<file path="src/hw/rtl/i2c_bus_clear_sequencer_macros.svh">
// Assertion macros shared by the bus-clear sequencer RTL.
// Expects clk_i and rst_ni in the scope where a macro is used.
`ifndef I2C_BUS_CLEAR_SEQUENCER_MACROS_SVH
`define I2C_BUS_CLEAR_SEQUENCER_MACROS_SVH

// Property holds at every clock edge outside reset.
`define BCS_ASSERT(lbl, prop, msg) \
  lbl: assert property (@(posedge clk_i) disable iff (!rst_ni) (prop)) else $error(msg);

// Antecedent implies consequent on the following edge.
`define BCS_ASSERT_NEXT(lbl, ante, cons, msg) \
  lbl: assert property (@(posedge clk_i) disable iff (!rst_ni) (ante) |=> (cons)) else $error(msg);

`endif

</file>
<file path="src/hw/rtl/i2cbc_pkg.sv">
// Package for the I2C bus-clear sequencer: transaction types, register map,
// phase encoding and reset values. No dependencies.
package i2cbc_pkg;

  localparam int unsigned TimerBits   = 14;
  localparam int unsigned AttemptBits = 16;
  localparam int unsigned AddrW       = 5;
  localparam int unsigned DataW       = 32;

  localparam logic [7:0]  SettleRst   = 8'd10;
  localparam logic [7:0]  HalfRst     = 8'd5;
  localparam logic [13:0] InitWaitRst = 14'd10000;
  localparam logic [13:0] PulseWaitRst = 14'd1000;
  localparam logic [3:0]  MaxPulseRst = 4'd9;

  typedef enum logic [2:0] {
    REG_SETTLE     = 3'd0,
    REG_HALF       = 3'd1,
    REG_INIT_WAIT  = 3'd2,
    REG_PULSE_WAIT = 3'd3,
    REG_MAX_PULSES = 3'd4
  } reg_idx_e;

  typedef enum logic [10:0] {
    PH_IDLE       = 11'b000_0000_0001,
    PH_SETTLE     = 11'b000_0000_0010,
    PH_WAIT_INIT  = 11'b000_0000_0100,
    PH_PULSE_LOW  = 11'b000_0000_1000,
    PH_PULSE_WAIT = 11'b000_0001_0000,
    PH_PULSE_HOLD = 11'b000_0010_0000,
    PH_STOP_SDA   = 11'b000_0100_0000,
    PH_STOP_WAIT  = 11'b000_1000_0000,
    PH_STOP_HOLD  = 11'b001_0000_0000,
    PH_STOP_TAIL  = 11'b010_0000_0000,
    PH_FINISH     = 11'b100_0000_0000
  } phase_e;

  typedef struct packed {
    logic kind;
    logic sda_level;
    logic scl_level;
  } in_item_t;

  typedef struct packed {
    logic        scl_drive_low;
    logic        sda_drive_low;
    logic        busy_res;
    logic        done_res;
    logic [3:0]  pulse_count;
    logic        final_sda_high;
    logic        final_scl_high;
    logic        bus_free;
    logic        start_sda_low;
    logic        start_scl_low;
    logic [15:0] attempt_count;
  } out_item_t;

endpackage

</file>
<file path="src/hw/rtl/i2c_bus_clear_sequencer.sv">
// I2C bus-clear sequencer: one input transaction is one time tick.
// The result of a tick is registered at the edge that accepts the tick.
// Throughput: one transaction per cycle; the input stalls only while a second
// result waits behind a stalled head entry.
// Reset: asynchronous, active low; idle, lines released, counters zero, config at defaults.
// Depends on i2cbc_pkg and i2c_bus_clear_sequencer_macros.svh.
`include "i2c_bus_clear_sequencer_macros.svh"

module i2c_bus_clear_sequencer (
  input  logic                       clk_i,
  input  logic                       rst_ni,
  input  logic                       in_valid_i,
  output logic                       in_stall_o,
  input  i2cbc_pkg::in_item_t        in_data_i,
  output logic                       out_valid_o,
  input  logic                       out_stall_i,
  output i2cbc_pkg::out_item_t       out_data_o,
  input  logic                       psel,
  input  logic                       penable,
  input  logic                       pwrite,
  input  logic [i2cbc_pkg::AddrW-1:0] paddr,
  input  logic [i2cbc_pkg::DataW-1:0] pwdata,
  output logic [i2cbc_pkg::DataW-1:0] prdata,
  output logic                       pready
);
  import i2cbc_pkg::*;

  // configuration
  logic [7:0]  settle_q, half_q;
  logic [13:0] init_wait_q, pulse_wait_q;
  logic [3:0]  max_pulses_q;
  reg_idx_e    reg_idx;
  logic        cfg_wr;

  // sequencer state
  phase_e                 phase_q, phase_d;
  logic [TimerBits-1:0]   timer_q, timer_d;
  logic [3:0]             pulses_q, pulses_d;
  logic                   scl_pull_q, scl_pull_d;
  logic                   sda_pull_q, sda_pull_d;
  logic                   last_sda_q, last_sda_d;
  logic                   last_scl_q, last_scl_d;
  logic                   first_sda_low_q, first_sda_low_d;
  logic                   first_scl_low_q, first_scl_low_d;
  logic [AttemptBits-1:0] attempts_q, attempts_d;
  logic                   done;

  logic                   timer_exp;
  logic [TimerBits-1:0]   timer_dec;
  logic [TimerBits-1:0]   ld_settle, ld_half, ld_init, ld_pulse;
  logic                   pulse_again;

  // output buffer
  logic      in_accept, out_pop;
  out_item_t res;
  out_item_t out_q, skid_q;
  logic      out_valid_q, skid_valid_q;

  // ---------------------------------------------------------------- APB
  assign pready  = 1'b1;
  assign reg_idx = reg_idx_e'(paddr[4:2]);
  assign cfg_wr  = psel && penable && pwrite;

  always_comb begin
    prdata = '0;
    case (reg_idx)
      REG_SETTLE:     prdata = DataW'(settle_q);
      REG_HALF:       prdata = DataW'(half_q);
      REG_INIT_WAIT:  prdata = DataW'(init_wait_q);
      REG_PULSE_WAIT: prdata = DataW'(pulse_wait_q);
      REG_MAX_PULSES: prdata = DataW'(max_pulses_q);
      default:        prdata = '0;
    endcase
  end

  always_ff @(posedge clk_i or negedge rst_ni) begin
    if (!rst_ni) begin
      settle_q     <= SettleRst;
      half_q       <= HalfRst;
      init_wait_q  <= InitWaitRst;
      pulse_wait_q <= PulseWaitRst;
      max_pulses_q <= MaxPulseRst;
    end else if (cfg_wr) begin
      case (reg_idx)
        REG_SETTLE:     settle_q     <= pwdata[7:0];
        REG_HALF:       half_q       <= pwdata[7:0];
        REG_INIT_WAIT:  init_wait_q  <= pwdata[13:0];
        REG_PULSE_WAIT: pulse_wait_q <= pwdata[13:0];
        REG_MAX_PULSES: max_pulses_q <= pwdata[3:0];
        default: ;
      endcase
    end
  end

  // ---------------------------------------------------------------- sequencer
  assign timer_exp = (timer_q <= TimerBits'(1));
  assign timer_dec = timer_q - TimerBits'(1);
  assign ld_settle = TimerBits'(settle_q);
  assign ld_half   = TimerBits'(half_q);
  assign ld_init   = TimerBits'(init_wait_q);
  assign ld_pulse  = TimerBits'(pulse_wait_q);

  always_comb begin
    phase_d         = phase_q;
    timer_d         = timer_q;
    pulses_d        = pulses_q;
    scl_pull_d      = scl_pull_q;
    sda_pull_d      = sda_pull_q;
    last_sda_d      = last_sda_q;
    last_scl_d      = last_scl_q;
    first_sda_low_d = first_sda_low_q;
    first_scl_low_d = first_scl_low_q;
    attempts_d      = attempts_q;
    done            = 1'b0;
    pulse_again     = 1'b0;

    case (phase_q)
      PH_IDLE: begin
        if (in_data_i.kind) begin
          if (attempts_q != '1) attempts_d = attempts_q + AttemptBits'(1);
          pulses_d   = '0;
          scl_pull_d = 1'b0;
          sda_pull_d = 1'b0;
          timer_d    = ld_settle;
          phase_d    = PH_SETTLE;
        end
      end
      PH_SETTLE: begin
        timer_d = timer_exp ? '0 : timer_dec;
        if (timer_exp) begin
          first_sda_low_d = !in_data_i.sda_level;
          first_scl_low_d = !in_data_i.scl_level;
          timer_d         = ld_init;
          phase_d         = PH_WAIT_INIT;
        end
      end
      PH_WAIT_INIT: begin
        if (in_data_i.scl_level) begin
          pulse_again = !in_data_i.sda_level && (pulses_q < max_pulses_q);
          if (pulse_again) begin
            scl_pull_d = 1'b1;
            timer_d    = ld_half;
            phase_d    = PH_PULSE_LOW;
          end else begin
            sda_pull_d = 1'b1;
            timer_d    = ld_half;
            phase_d    = PH_STOP_SDA;
          end
        end else if (timer_exp) begin
          // SCL never came up: report failure right away
          last_sda_d = in_data_i.sda_level;
          last_scl_d = 1'b0;
          scl_pull_d = 1'b0;
          sda_pull_d = 1'b0;
          timer_d    = '0;
          phase_d    = PH_IDLE;
          done       = 1'b1;
        end else begin
          timer_d = timer_dec;
        end
      end
      PH_PULSE_LOW: begin
        timer_d = timer_exp ? '0 : timer_dec;
        if (timer_exp) begin
          scl_pull_d = 1'b0;
          timer_d    = ld_pulse;
          phase_d    = PH_PULSE_WAIT;
        end
      end
      PH_PULSE_WAIT: begin
        if (in_data_i.scl_level) begin
          timer_d = ld_half;
          phase_d = PH_PULSE_HOLD;
        end else if (timer_exp) begin
          // stretched too long: skip to STOP without counting this pulse
          sda_pull_d = 1'b1;
          timer_d    = ld_half;
          phase_d    = PH_STOP_SDA;
        end else begin
          timer_d = timer_dec;
        end
      end
      PH_PULSE_HOLD: begin
        timer_d = timer_exp ? '0 : timer_dec;
        if (timer_exp) begin
          pulses_d    = pulses_q + 4'd1;
          pulse_again = !in_data_i.sda_level && (pulses_d < max_pulses_q);
          timer_d     = ld_half;
          if (pulse_again) begin
            scl_pull_d = 1'b1;
            phase_d    = PH_PULSE_LOW;
          end else begin
            sda_pull_d = 1'b1;
            phase_d    = PH_STOP_SDA;
          end
        end
      end
      PH_STOP_SDA: begin
        timer_d = timer_exp ? '0 : timer_dec;
        if (timer_exp) begin
          scl_pull_d = 1'b0;
          timer_d    = ld_pulse;
          phase_d    = PH_STOP_WAIT;
        end
      end
      PH_STOP_WAIT: begin
        if (in_data_i.scl_level) begin
          timer_d = ld_half;
          phase_d = PH_STOP_HOLD;
        end else if (timer_exp) begin
          timer_d    = '0;
          sda_pull_d = 1'b0;
          phase_d    = PH_FINISH;
        end else begin
          timer_d = timer_dec;
        end
      end
      PH_STOP_HOLD: begin
        timer_d = timer_exp ? '0 : timer_dec;
        if (timer_exp) begin
          sda_pull_d = 1'b0;
          timer_d    = ld_half;
          phase_d    = PH_STOP_TAIL;
        end
      end
      PH_STOP_TAIL: begin
        timer_d = timer_exp ? '0 : timer_dec;
        if (timer_exp) begin
          last_sda_d = in_data_i.sda_level;
          last_scl_d = in_data_i.scl_level;
          scl_pull_d = 1'b0;
          sda_pull_d = 1'b0;
          timer_d    = '0;
          phase_d    = PH_IDLE;
          done       = 1'b1;
        end
      end
      default: begin
        // finish step after a stop timeout
        last_sda_d = in_data_i.sda_level;
        last_scl_d = in_data_i.scl_level;
        scl_pull_d = 1'b0;
        sda_pull_d = 1'b0;
        timer_d    = '0;
        phase_d    = PH_IDLE;
        done       = 1'b1;
      end
    endcase
  end

  always_comb begin
    res.scl_drive_low  = scl_pull_d;
    res.sda_drive_low  = sda_pull_d;
    res.busy_res       = (phase_d != PH_IDLE);
    res.done_res       = done;
    res.pulse_count    = pulses_d;
    res.final_sda_high = last_sda_d;
    res.final_scl_high = last_scl_d;
    res.bus_free       = last_sda_d && last_scl_d;
    res.start_sda_low  = first_sda_low_d;
    res.start_scl_low  = first_scl_low_d;
    res.attempt_count  = 16'(attempts_d);
  end

  assign in_accept = in_valid_i && !in_stall_o;

  always_ff @(posedge clk_i or negedge rst_ni) begin
    if (!rst_ni) begin
      phase_q         <= PH_IDLE;
      timer_q         <= '0;
      pulses_q        <= '0;
      scl_pull_q      <= 1'b0;
      sda_pull_q      <= 1'b0;
      last_sda_q      <= 1'b0;
      last_scl_q      <= 1'b0;
      first_sda_low_q <= 1'b0;
      first_scl_low_q <= 1'b0;
      attempts_q      <= '0;
    end else if (in_accept) begin
      phase_q         <= phase_d;
      timer_q         <= timer_d;
      pulses_q        <= pulses_d;
      scl_pull_q      <= scl_pull_d;
      sda_pull_q      <= sda_pull_d;
      last_sda_q      <= last_sda_d;
      last_scl_q      <= last_scl_d;
      first_sda_low_q <= first_sda_low_d;
      first_scl_low_q <= first_scl_low_d;
      attempts_q      <= attempts_d;
    end
  end

  // ---------------------------------------------------------------- output buffer
  // Two entries: the skid entry fills only when the head is held by the sink.
  assign out_pop     = out_valid_q && !out_stall_i;
  assign in_stall_o  = skid_valid_q;
  assign out_valid_o = out_valid_q;
  assign out_data_o  = out_q;

  always_ff @(posedge clk_i or negedge rst_ni) begin
    if (!rst_ni) begin
      out_valid_q  <= 1'b0;
      skid_valid_q <= 1'b0;
    end else if (skid_valid_q) begin
      if (out_pop) skid_valid_q <= 1'b0;
    end else if (in_accept) begin
      if (out_valid_q && !out_pop) skid_valid_q <= 1'b1;
      else                         out_valid_q  <= 1'b1;
    end else if (out_pop) begin
      out_valid_q <= 1'b0;
    end
  end

  always_ff @(posedge clk_i) begin
    if (skid_valid_q) begin
      if (out_pop) out_q <= skid_q;
    end else if (in_accept) begin
      if (out_valid_q && !out_pop) skid_q <= res;
      else                         out_q  <= res;
    end
  end

  // ---------------------------------------------------------------- checks
  `BCS_ASSERT(a_scl_pull_only_low, !scl_pull_q || (phase_q == PH_PULSE_LOW), "SCL pulled")
  `BCS_ASSERT(a_idle_released, (phase_q != PH_IDLE) || (!scl_pull_q && !sda_pull_q), "idle pull")
  `BCS_ASSERT(a_skid_needs_head, !skid_valid_q || out_valid_q, "skid entry without head entry")
  `BCS_ASSERT(a_done_not_busy, !out_valid_q || !out_q.done_res || !out_q.busy_res, "done and busy")
  `BCS_ASSERT_NEXT(a_attempts_mono, 1'b1, attempts_q >= $past(attempts_q), "attempts fell")

endmodule
</file>
<file path="config.mk">
export PLATFORM = sky130hd
export DESIGN_NAME = i2c_bus_clear_sequencer
export DESIGN_NICKNAME = d
export VERILOG_FILES = /design/src/hw/rtl/i2cbc_pkg.sv /design/src/hw/rtl/i2c_bus_clear_sequencer.sv
export VERILOG_INCLUDE_DIRS = /design/src /design/src/hw/rtl
export SDC_FILE = /design/constraint.sdc
export NUM_CORES = 1
export LEC_CHECK = 0
export ABC_AREA = 1
export BUFFER_PORTS_ARGS = -buffer_cell sky130_fd_sc_hd__buf_2
export CAP_MARGIN = 20
export CORE_MARGIN = 4
export CORE_UTILIZATION = 40
export DETAILED_ROUTE_END_ITERATION = 10
export SYNTH_ARGS = -nofsm -noshare
export SYNTH_HDL_FRONTEND = slang
export SYNTH_SLANG_ARGS = --single-unit
</file>
<file path="constraint.sdc">
create_clock -name clk_i -period 2.73 [get_ports clk_i]
set_input_delay 0.546 -clock clk_i [delete_from_list [all_inputs] [get_ports clk_i]]
set_output_delay 0.546 -clock clk_i [all_outputs]
set_load 0.02 [all_outputs]
</file>
======== Yosys cells after proc, flatten, opt, wreduce, memory -nomap -nowiden ========
Index checks and enable logic that the tools add are counted.
storage, ports and cells
  flip-flop bits (word level) ............. 159
  latch bits .............................. 0
  RAM bits ................................ 0
  ROM bits ................................ 0
  input port bits ......................... 47
  output and inout bits ................... 64
  word-level logic and storage cells ...... 171
  memories kept ........................... 0
cells by class
  add/sub/neg operators ................... 3
  multipliers ............................. 0
  divide/modulo/power cells ............... 0
  $lt $le $gt $ge ......................... 3
  eq/ne operators ......................... 20
  shift-type cells ........................ 0
  multiplexer cells ....................... 72
  bitwise logic cells ..................... 1
  reductions and logical operators ........ 33
operator list
  cell                                                              number
  two-way mux 11 bit                                                12
  two-way mux 29 bit                                                4
  case mux 11 bit (10 select lines)                                 1
  two-way mux 14 bit                                                7
  case mux 14 bit (7 select lines)                                  1
  case mux 14 bit (5 select lines)                                  1
  two-way mux 16 bit                                                3
  two-way mux 1 bit                                                 33
  adder 16 x 1 -> 16 bit (second input constant)                    1
  inequality test 16 bit (second input constant)                    1
  less-or-equal comparator 14 x 1 -> 1 bit (second input constant)  1
  two-way mux 7 bit                                                 2
  subtractor 14 x 1 -> 14 bit (second input constant)               1
  AND reduction 2 bit                                               6
  == test 11 x 1 -> 1 bit (second input constant)                   1
  == test 11 x 10 -> 1 bit (second input constant)                  1
  == test 11 x 2 -> 1 bit (second input constant)                   1
  == test 11 x 3 -> 1 bit (second input constant)                   1
  == test 11 x 4 -> 1 bit (second input constant)                   1
  == test 11 x 5 -> 1 bit (second input constant)                   1
  == test 11 x 6 -> 1 bit (second input constant)                   1
  == test 11 x 7 -> 1 bit (second input constant)                   1
  == test 11 x 8 -> 1 bit (second input constant)                   1
  == test 11 x 9 -> 1 bit (second input constant)                   1
  22 further kinds                                                  48

======== Depth between registers and ports, before layout ========
  depth after elaboration ................. 10
  depth in mapped cells ................... 14
  gate-level depth less buffers ........... 13

======== Worst setup path after synthesis ========
Ideal clock, no wire load.
  path type ............................... flip-flop to flip-flop
  from .................................... register skid_valid_q (netlist: in_stall_o)
  to ...................................... register out_q (netlist bit out_data_o[0]), enable pin
  setup time .............................. 0.425 ns
  arrival ................................. 2.448 ns
  required time ........................... 2.305 ns
  path slack .............................. -0.143 ns
  stages on the path, launching flop included .. 7
  path buffers ............................ 1
  clock period less this slack ............ 2.873 ns
  path through ............................ dfrtp_1 -> clkbuf_1 -> inv_1 -> nand2_1 -> inv_2 -> a21oi_1 -> a21oi_1
on the way
  word-level cells in the longest chain between the ends .. 4
  elaborated cells on any way between the ends .. 6
  classes of those cells .................. eq/ne: 2; reduce/logical: 4
RTL lines
  item                             RTL line                        RTL
  start: declaration               i2c_bus_clear_sequencer.sv:57   logic out_valid_q, skid_valid_q;
  start signal: assignment         i2c_bus_clear_sequencer.sv:303  skid_valid_q <= 1'b0;
  start signal: assignment         i2c_bus_clear_sequencer.sv:305  if (out_pop) skid_valid_q <= 1'b0;
  start signal: assignment         i2c_bus_clear_sequencer.sv:307  if (out_valid_q && !out_pop) skid_valid_q <= 1'b1;
  logical NOT 1 bit                i2c_bus_clear_sequencer.sv:265  assign in_accept = in_valid_i && !in_stall_o;
  logical AND 1 bit                i2c_bus_clear_sequencer.sv:265
  nonzero test 2 bit (no line)     -
  AND reduction 3 bit (no line) *  -
  end signal: assignment           i2c_bus_clear_sequencer.sv:316  if (out_pop) out_q <= skid_q;
  end signal: assignment           i2c_bus_clear_sequencer.sv:319  else out_q <= res;
  end: declaration                 i2c_bus_clear_sequencer.sv:56   out_item_t out_q, skid_q;
Every way passes the cells marked *; elsewhere a longest branch is shown, timed or not.
A chain may end at the register's enable or synchronous reset.

==> impl_metrics.toml <==
[timing]
timing.setup.tns_ps = 0
setup_violations = 0
fmax_mhz = 421.8
timing_worst_slew_pin_value_ps = 798.2
maxSlewHeadroom = 0.4666
timing_max_transition_violations_final = 0
skew_ps = 10.49
min_period_ps = 2371
rsz0062_at_grt = "no"
final_min_period_over_clock_period = 0.8684
final.setup.worst_slack_ps = 359.2
hold_viol_final = 0

[place]
place.port_buffers = 71
post-dp-hpwl_mm = 17.49
pre_cts_ws_ps = 338.8
placedInstanceArea_sq_um = 10030
dp.cells = 1580
routabilityCongestion = 0.9297

[clock_network]
ctsHtreeMaxLevel = 4
cts_buffer_depth = 2
clk_root_buffer_cell = "sky130_fd_sc_hd__clkbuf_16"
cts_tree = "yes"
cts.reportedPaths.clkPinSlew_ps = 70
worst_skew_pair.late_latency_ps = 430
post-cts-setup-buffer-count = 0
hold_fix_buffer_count_after_cts = 0
number_of_buffers_inserted_during_clock_tree_synthesis = 17
cts_resized = 0
cts_sinks = 159

[finish]
layout.core_utilization = 0.4668
drive_gt1_frac = 0.1578
antenna-diode-count = 0
final_area_sq_um = 10630
nets = 1343
final_cells = 1612
flow.area_growth_from_synthesis_pct = 13.82

[logic_synthesis]
synth-main-ff-cell = "sky130_fd_sc_hd__dfrtp_1"
synth_top_family_by_area = "simple AND/OR/NAND/NOR gates"
synth.yosys.seq_area_share = 0.4594
post_synth_mux_area_share = 0
ys_types = 51
yosys_warnings = 0
synth.area.top_cells = "sky130_fd_sc_hd__dfrtp_1 22%, sky130_fd_sc_hd__edfxtp_1 19%, sky130_fd_sc_hd__nand2_1 16%, sky130_fd_sc_hd__o21ai_0 6.3%, sky130_fd_sc_hd__nand3_1 5.5%"
post_synth_xor_area_fraction = 0.01982
synth_compound_area_frac = 0.1137
synthesis.area_sq_um = 9341
ys_seq_elements = 159
synthAdderAreaFrac = 0.01339
syn_avg_cell_area_sq_um = 7.701
postSynth.asyncResetShare = 0.6352
synth.top_cell.area_share = 0.2223
synth_simple_gate_area_frac = 0.3057
synth_edf_count = 58
netlist_instances = 1213
most_area_hungry_cell_type_in_the_yosys_netlist = "sky130_fd_sc_hd__dfrtp_1"

[worst_setup_path]
critical_path.top_delay_family = "simple AND/OR/NAND/NOR gates"
worst_path_largest_cell_delay_ps = 400
cp_num_buf_inv = 2
cp_data_arrival_time_ps = 2560
critical_path.slowest_cell = "sky130_fd_sc_hd__dfrtp_1"
cp.required_ps = 2920
critical_path.max_fanout = 15
worst-setup-path-type = "flip-flop to flip-flop"
cell_chain_of_the_critical_path = "inv_1, ha_1, o21ai_2, nor2_8, nand2_4, inv_2, nand2_1, nand3_1, nand2_2, and2_1"
critical_path.startpoint_type = "flip-flop"
critical_path.endpoint_type = "flip-flop"

[floorplanning]
num_io_pins = 111
floorplan.initialDensity = 0.4101
floorplan.die.height_um = 160.8
core_area_sq_um = 22780
rows = 55
floorplan.die.width_um = 160.8
design.die.area_sq_um = 25860

[routing]
drtAntennaViolNets = 0
drt-total-wl_mm = 24.06
drt_first_pass_iters = 5
dr.first_iter.drc_count = 605
wire_per_inst_um = 14.92
vias = 8040
detail_route.drc_violations = 0
vias_per_cell = 4.988

[power]
max-vdd-ir-drop_uv = 894.8
power-per-cell-area_nw_per_um2 = 1222
p_leak_uw = 0.005165

[global_routing]
first_global_vias = 7710
global_route.overflow_total = 0
antenna_found_initial = 0
wire_length_of_the_first_global_routing_pass_mm = 39.79
grt.total_usage = 0.1891
grt_start_max_net_pins = 49

[flow_run]
max_cap_violations = 0

[run_status]
status = "complete, no violations"

[min_path]
worstHoldPathType = "input pin to async pin"
[power breakdown]
group	internal, uW	leakage, uW	switching, uW	total (uW)
Combinational	2030	0.00304	4700	6730
Clock	1380	0.000281	1070	2450
Sequential	3380	0.00184	427	3810
Total	6790	0.00516	6200	13000
[logic make-up (layout without fill, tap and decap cells)]
| kind of cell | count (synthesis) | after routing |
|---|---|---|
| XOR/XNOR | 16 | 16 |
| flip-flops | 159 | 159 |
| AO/OA/AOI/OAI | 191 | 191 |
| AND/OR/NAND/NOR | 649 | 649 |
| buffers and inverters | 186 | 255 |
| adder cells (fa/ha/maj) | 10 | 10 |
| other | 2 | 19 |
[final timing paths]
kind	startpoint	end	slack (ps)	cells past startpoint
max in group asynchronous	rst_ni	half_q[2]	1780	2
worst max-delay path	timer_q[0]	skid_q[18]	360	10
worst max register to register	timer_q[0]	skid_q[18]	360	10
min in group clk_i	pwdata[9]	ld_pulse[9]	350	3
worst min register to register	first_sda_low_q	first_sda_low_q	490	2
worst min-delay path	rst_ni	timer_q[13]	150	1
[state kept, by name, summed over array words and instances (netlist names), 4 cells and up]
register	cells
out_data_o	29
skid_q	29
attempts_q	16
init_wait_q	14
ld_pulse	14
timer_q	14
phase_q	11
half_q	8
settle_q	8
max_pulses_q	4
pulses_q	4
[cell usage after synthesis (2+ instances only)]
| master | n |
|---|---|
| sky130_fd_sc_hd__nand2_1 | 405 |
| sky130_fd_sc_hd__inv_1 | 126 |
| sky130_fd_sc_hd__o21ai_0 | 118 |
| sky130_fd_sc_hd__nand3_1 | 103 |
| sky130_fd_sc_hd__dfrtp_1 | 83 |
| sky130_fd_sc_hd__nor2_1 | 65 |
| sky130_fd_sc_hd__edfxtp_1 | 58 |
| sky130_fd_sc_hd__clkbuf_1 | 23 |
| sky130_fd_sc_hd__a21oi_1 | 22 |
| sky130_fd_sc_hd__buf_4 | 22 |
| sky130_fd_sc_hd__dfstp_2 | 18 |
| sky130_fd_sc_hd__nand4_1 | 18 |
| sky130_fd_sc_hd__o21ai_1 | 14 |
| sky130_fd_sc_hd__nand2_2 | 13 |
| sky130_fd_sc_hd__ha_1 | 10 |
| sky130_fd_sc_hd__nor3_1 | 9 |
| sky130_fd_sc_hd__xor2_1 | 9 |
| sky130_fd_sc_hd__a31oi_1 | 7 |
| sky130_fd_sc_hd__nor2_2 | 6 |
| sky130_fd_sc_hd__nor2_4 | 6 |
| sky130_fd_sc_hd__nor3_2 | 6 |
| sky130_fd_sc_hd__o21ai_2 | 6 |
| sky130_fd_sc_hd__xor2_2 | 6 |
| sky130_fd_sc_hd__buf_2 | 5 |
| sky130_fd_sc_hd__nand2_4 | 5 |
| sky130_fd_sc_hd__o211ai_1 | 5 |
| sky130_fd_sc_hd__or2_2 | 4 |
| sky130_fd_sc_hd__a22o_1 | 3 |
| sky130_fd_sc_hd__buf_6 | 3 |
| sky130_fd_sc_hd__inv_2 | 3 |
| sky130_fd_sc_hd__o2111ai_1 | 3 |
| sky130_fd_sc_hd__a221oi_1 | 2 |
| sky130_fd_sc_hd__a22oi_1 | 2 |
| sky130_fd_sc_hd__buf_1 | 2 |
| sky130_fd_sc_hd__conb_1 | 2 |
| sky130_fd_sc_hd__nand3b_1 | 2 |
| sky130_fd_sc_hd__nor2_8 | 2 |
| sky130_fd_sc_hd__nor4_1 | 2 |
| sky130_fd_sc_hd__o21bai_1 | 2 |
| sky130_fd_sc_hd__o22ai_1 | 2 |
[area by class of cell]
class / instances / area, sq um
inverters: 131 / 496.7
multi-input cells: 885 / 4313
clock inverters: 15 / 173.9
well taps: 313 / 391.6
fillers: 2267 / 12150
flip-flops and latches: 159 / 4292
repair buffers: 92 / 540.5
clock buffers: 17 / 425.4
[placed cells by master, fill, tap and decap left out, types with 7 or more instances in the layout]
cell type                   Yosys  layout
sky130_fd_sc_hd__ha_1          10      10
sky130_fd_sc_hd__clkbuf_16      0      17
sky130_fd_sc_hd__nand3_1      103     103
sky130_fd_sc_hd__inv_1        126     126
sky130_fd_sc_hd__o21ai_0      118     118
sky130_fd_sc_hd__nand2_2       13      13
sky130_fd_sc_hd__a31oi_1        7       7
sky130_fd_sc_hd__buf_2          5      70
sky130_fd_sc_hd__conb_1         2      19
sky130_fd_sc_hd__xor2_1         9       9
sky130_fd_sc_hd__dfstp_2       18      18
sky130_fd_sc_hd__dfrtp_1       83      83
sky130_fd_sc_hd__nor3_1         9       9
sky130_fd_sc_hd__nand2_1      405     405
sky130_fd_sc_hd__buf_4         22      20
sky130_fd_sc_hd__nand4_1       18      18
sky130_fd_sc_hd__a21oi_1       22      21
sky130_fd_sc_hd__nor2_2         6       7
sky130_fd_sc_hd__o21ai_1       14      14
sky130_fd_sc_hd__edfxtp_1      58      58
sky130_fd_sc_hd__nor2_1        65      64
[per-stage QoR]
stage / total power (uW) / hold WS (ps)
floorplan: 8779 / 250.4
global placement: 10440 / 465.1
finish: 12990 / 148.9
detailed placement: 10550 / 469.0
global route: 14070 / 201.3
CTS: 13030 / 175.3
[worst register-to-register path, stage by stage, from the launching register on]
cell and delay [ps]:
sky130_fd_sc_hd__dfrtp_1 400, sky130_fd_sc_hd__inv_1 180, sky130_fd_sc_hd__ha_1 230, sky130_fd_sc_hd__o21ai_2 110, sky130_fd_sc_hd__nor2_8 180, sky130_fd_sc_hd__nand2_4 170
sky130_fd_sc_hd__inv_2 240, sky130_fd_sc_hd__nand2_1 200, sky130_fd_sc_hd__nand3_1 180, sky130_fd_sc_hd__nand2_2 90, sky130_fd_sc_hd__and2_1 160
[metal layers]
metal / wire (um) / vias to the layer above / GRT usage
met5: 0 / - / 0
met4: 451 / 0 / 0.05584
met3: 1079 / 31 / 0.02746
met2: 11370 / 212 / 0.3181
met1: 11160 / 3715 / 0.2548
li1: - / 4082 / -
Note: power is estimated with default switching activity, not from simulation.
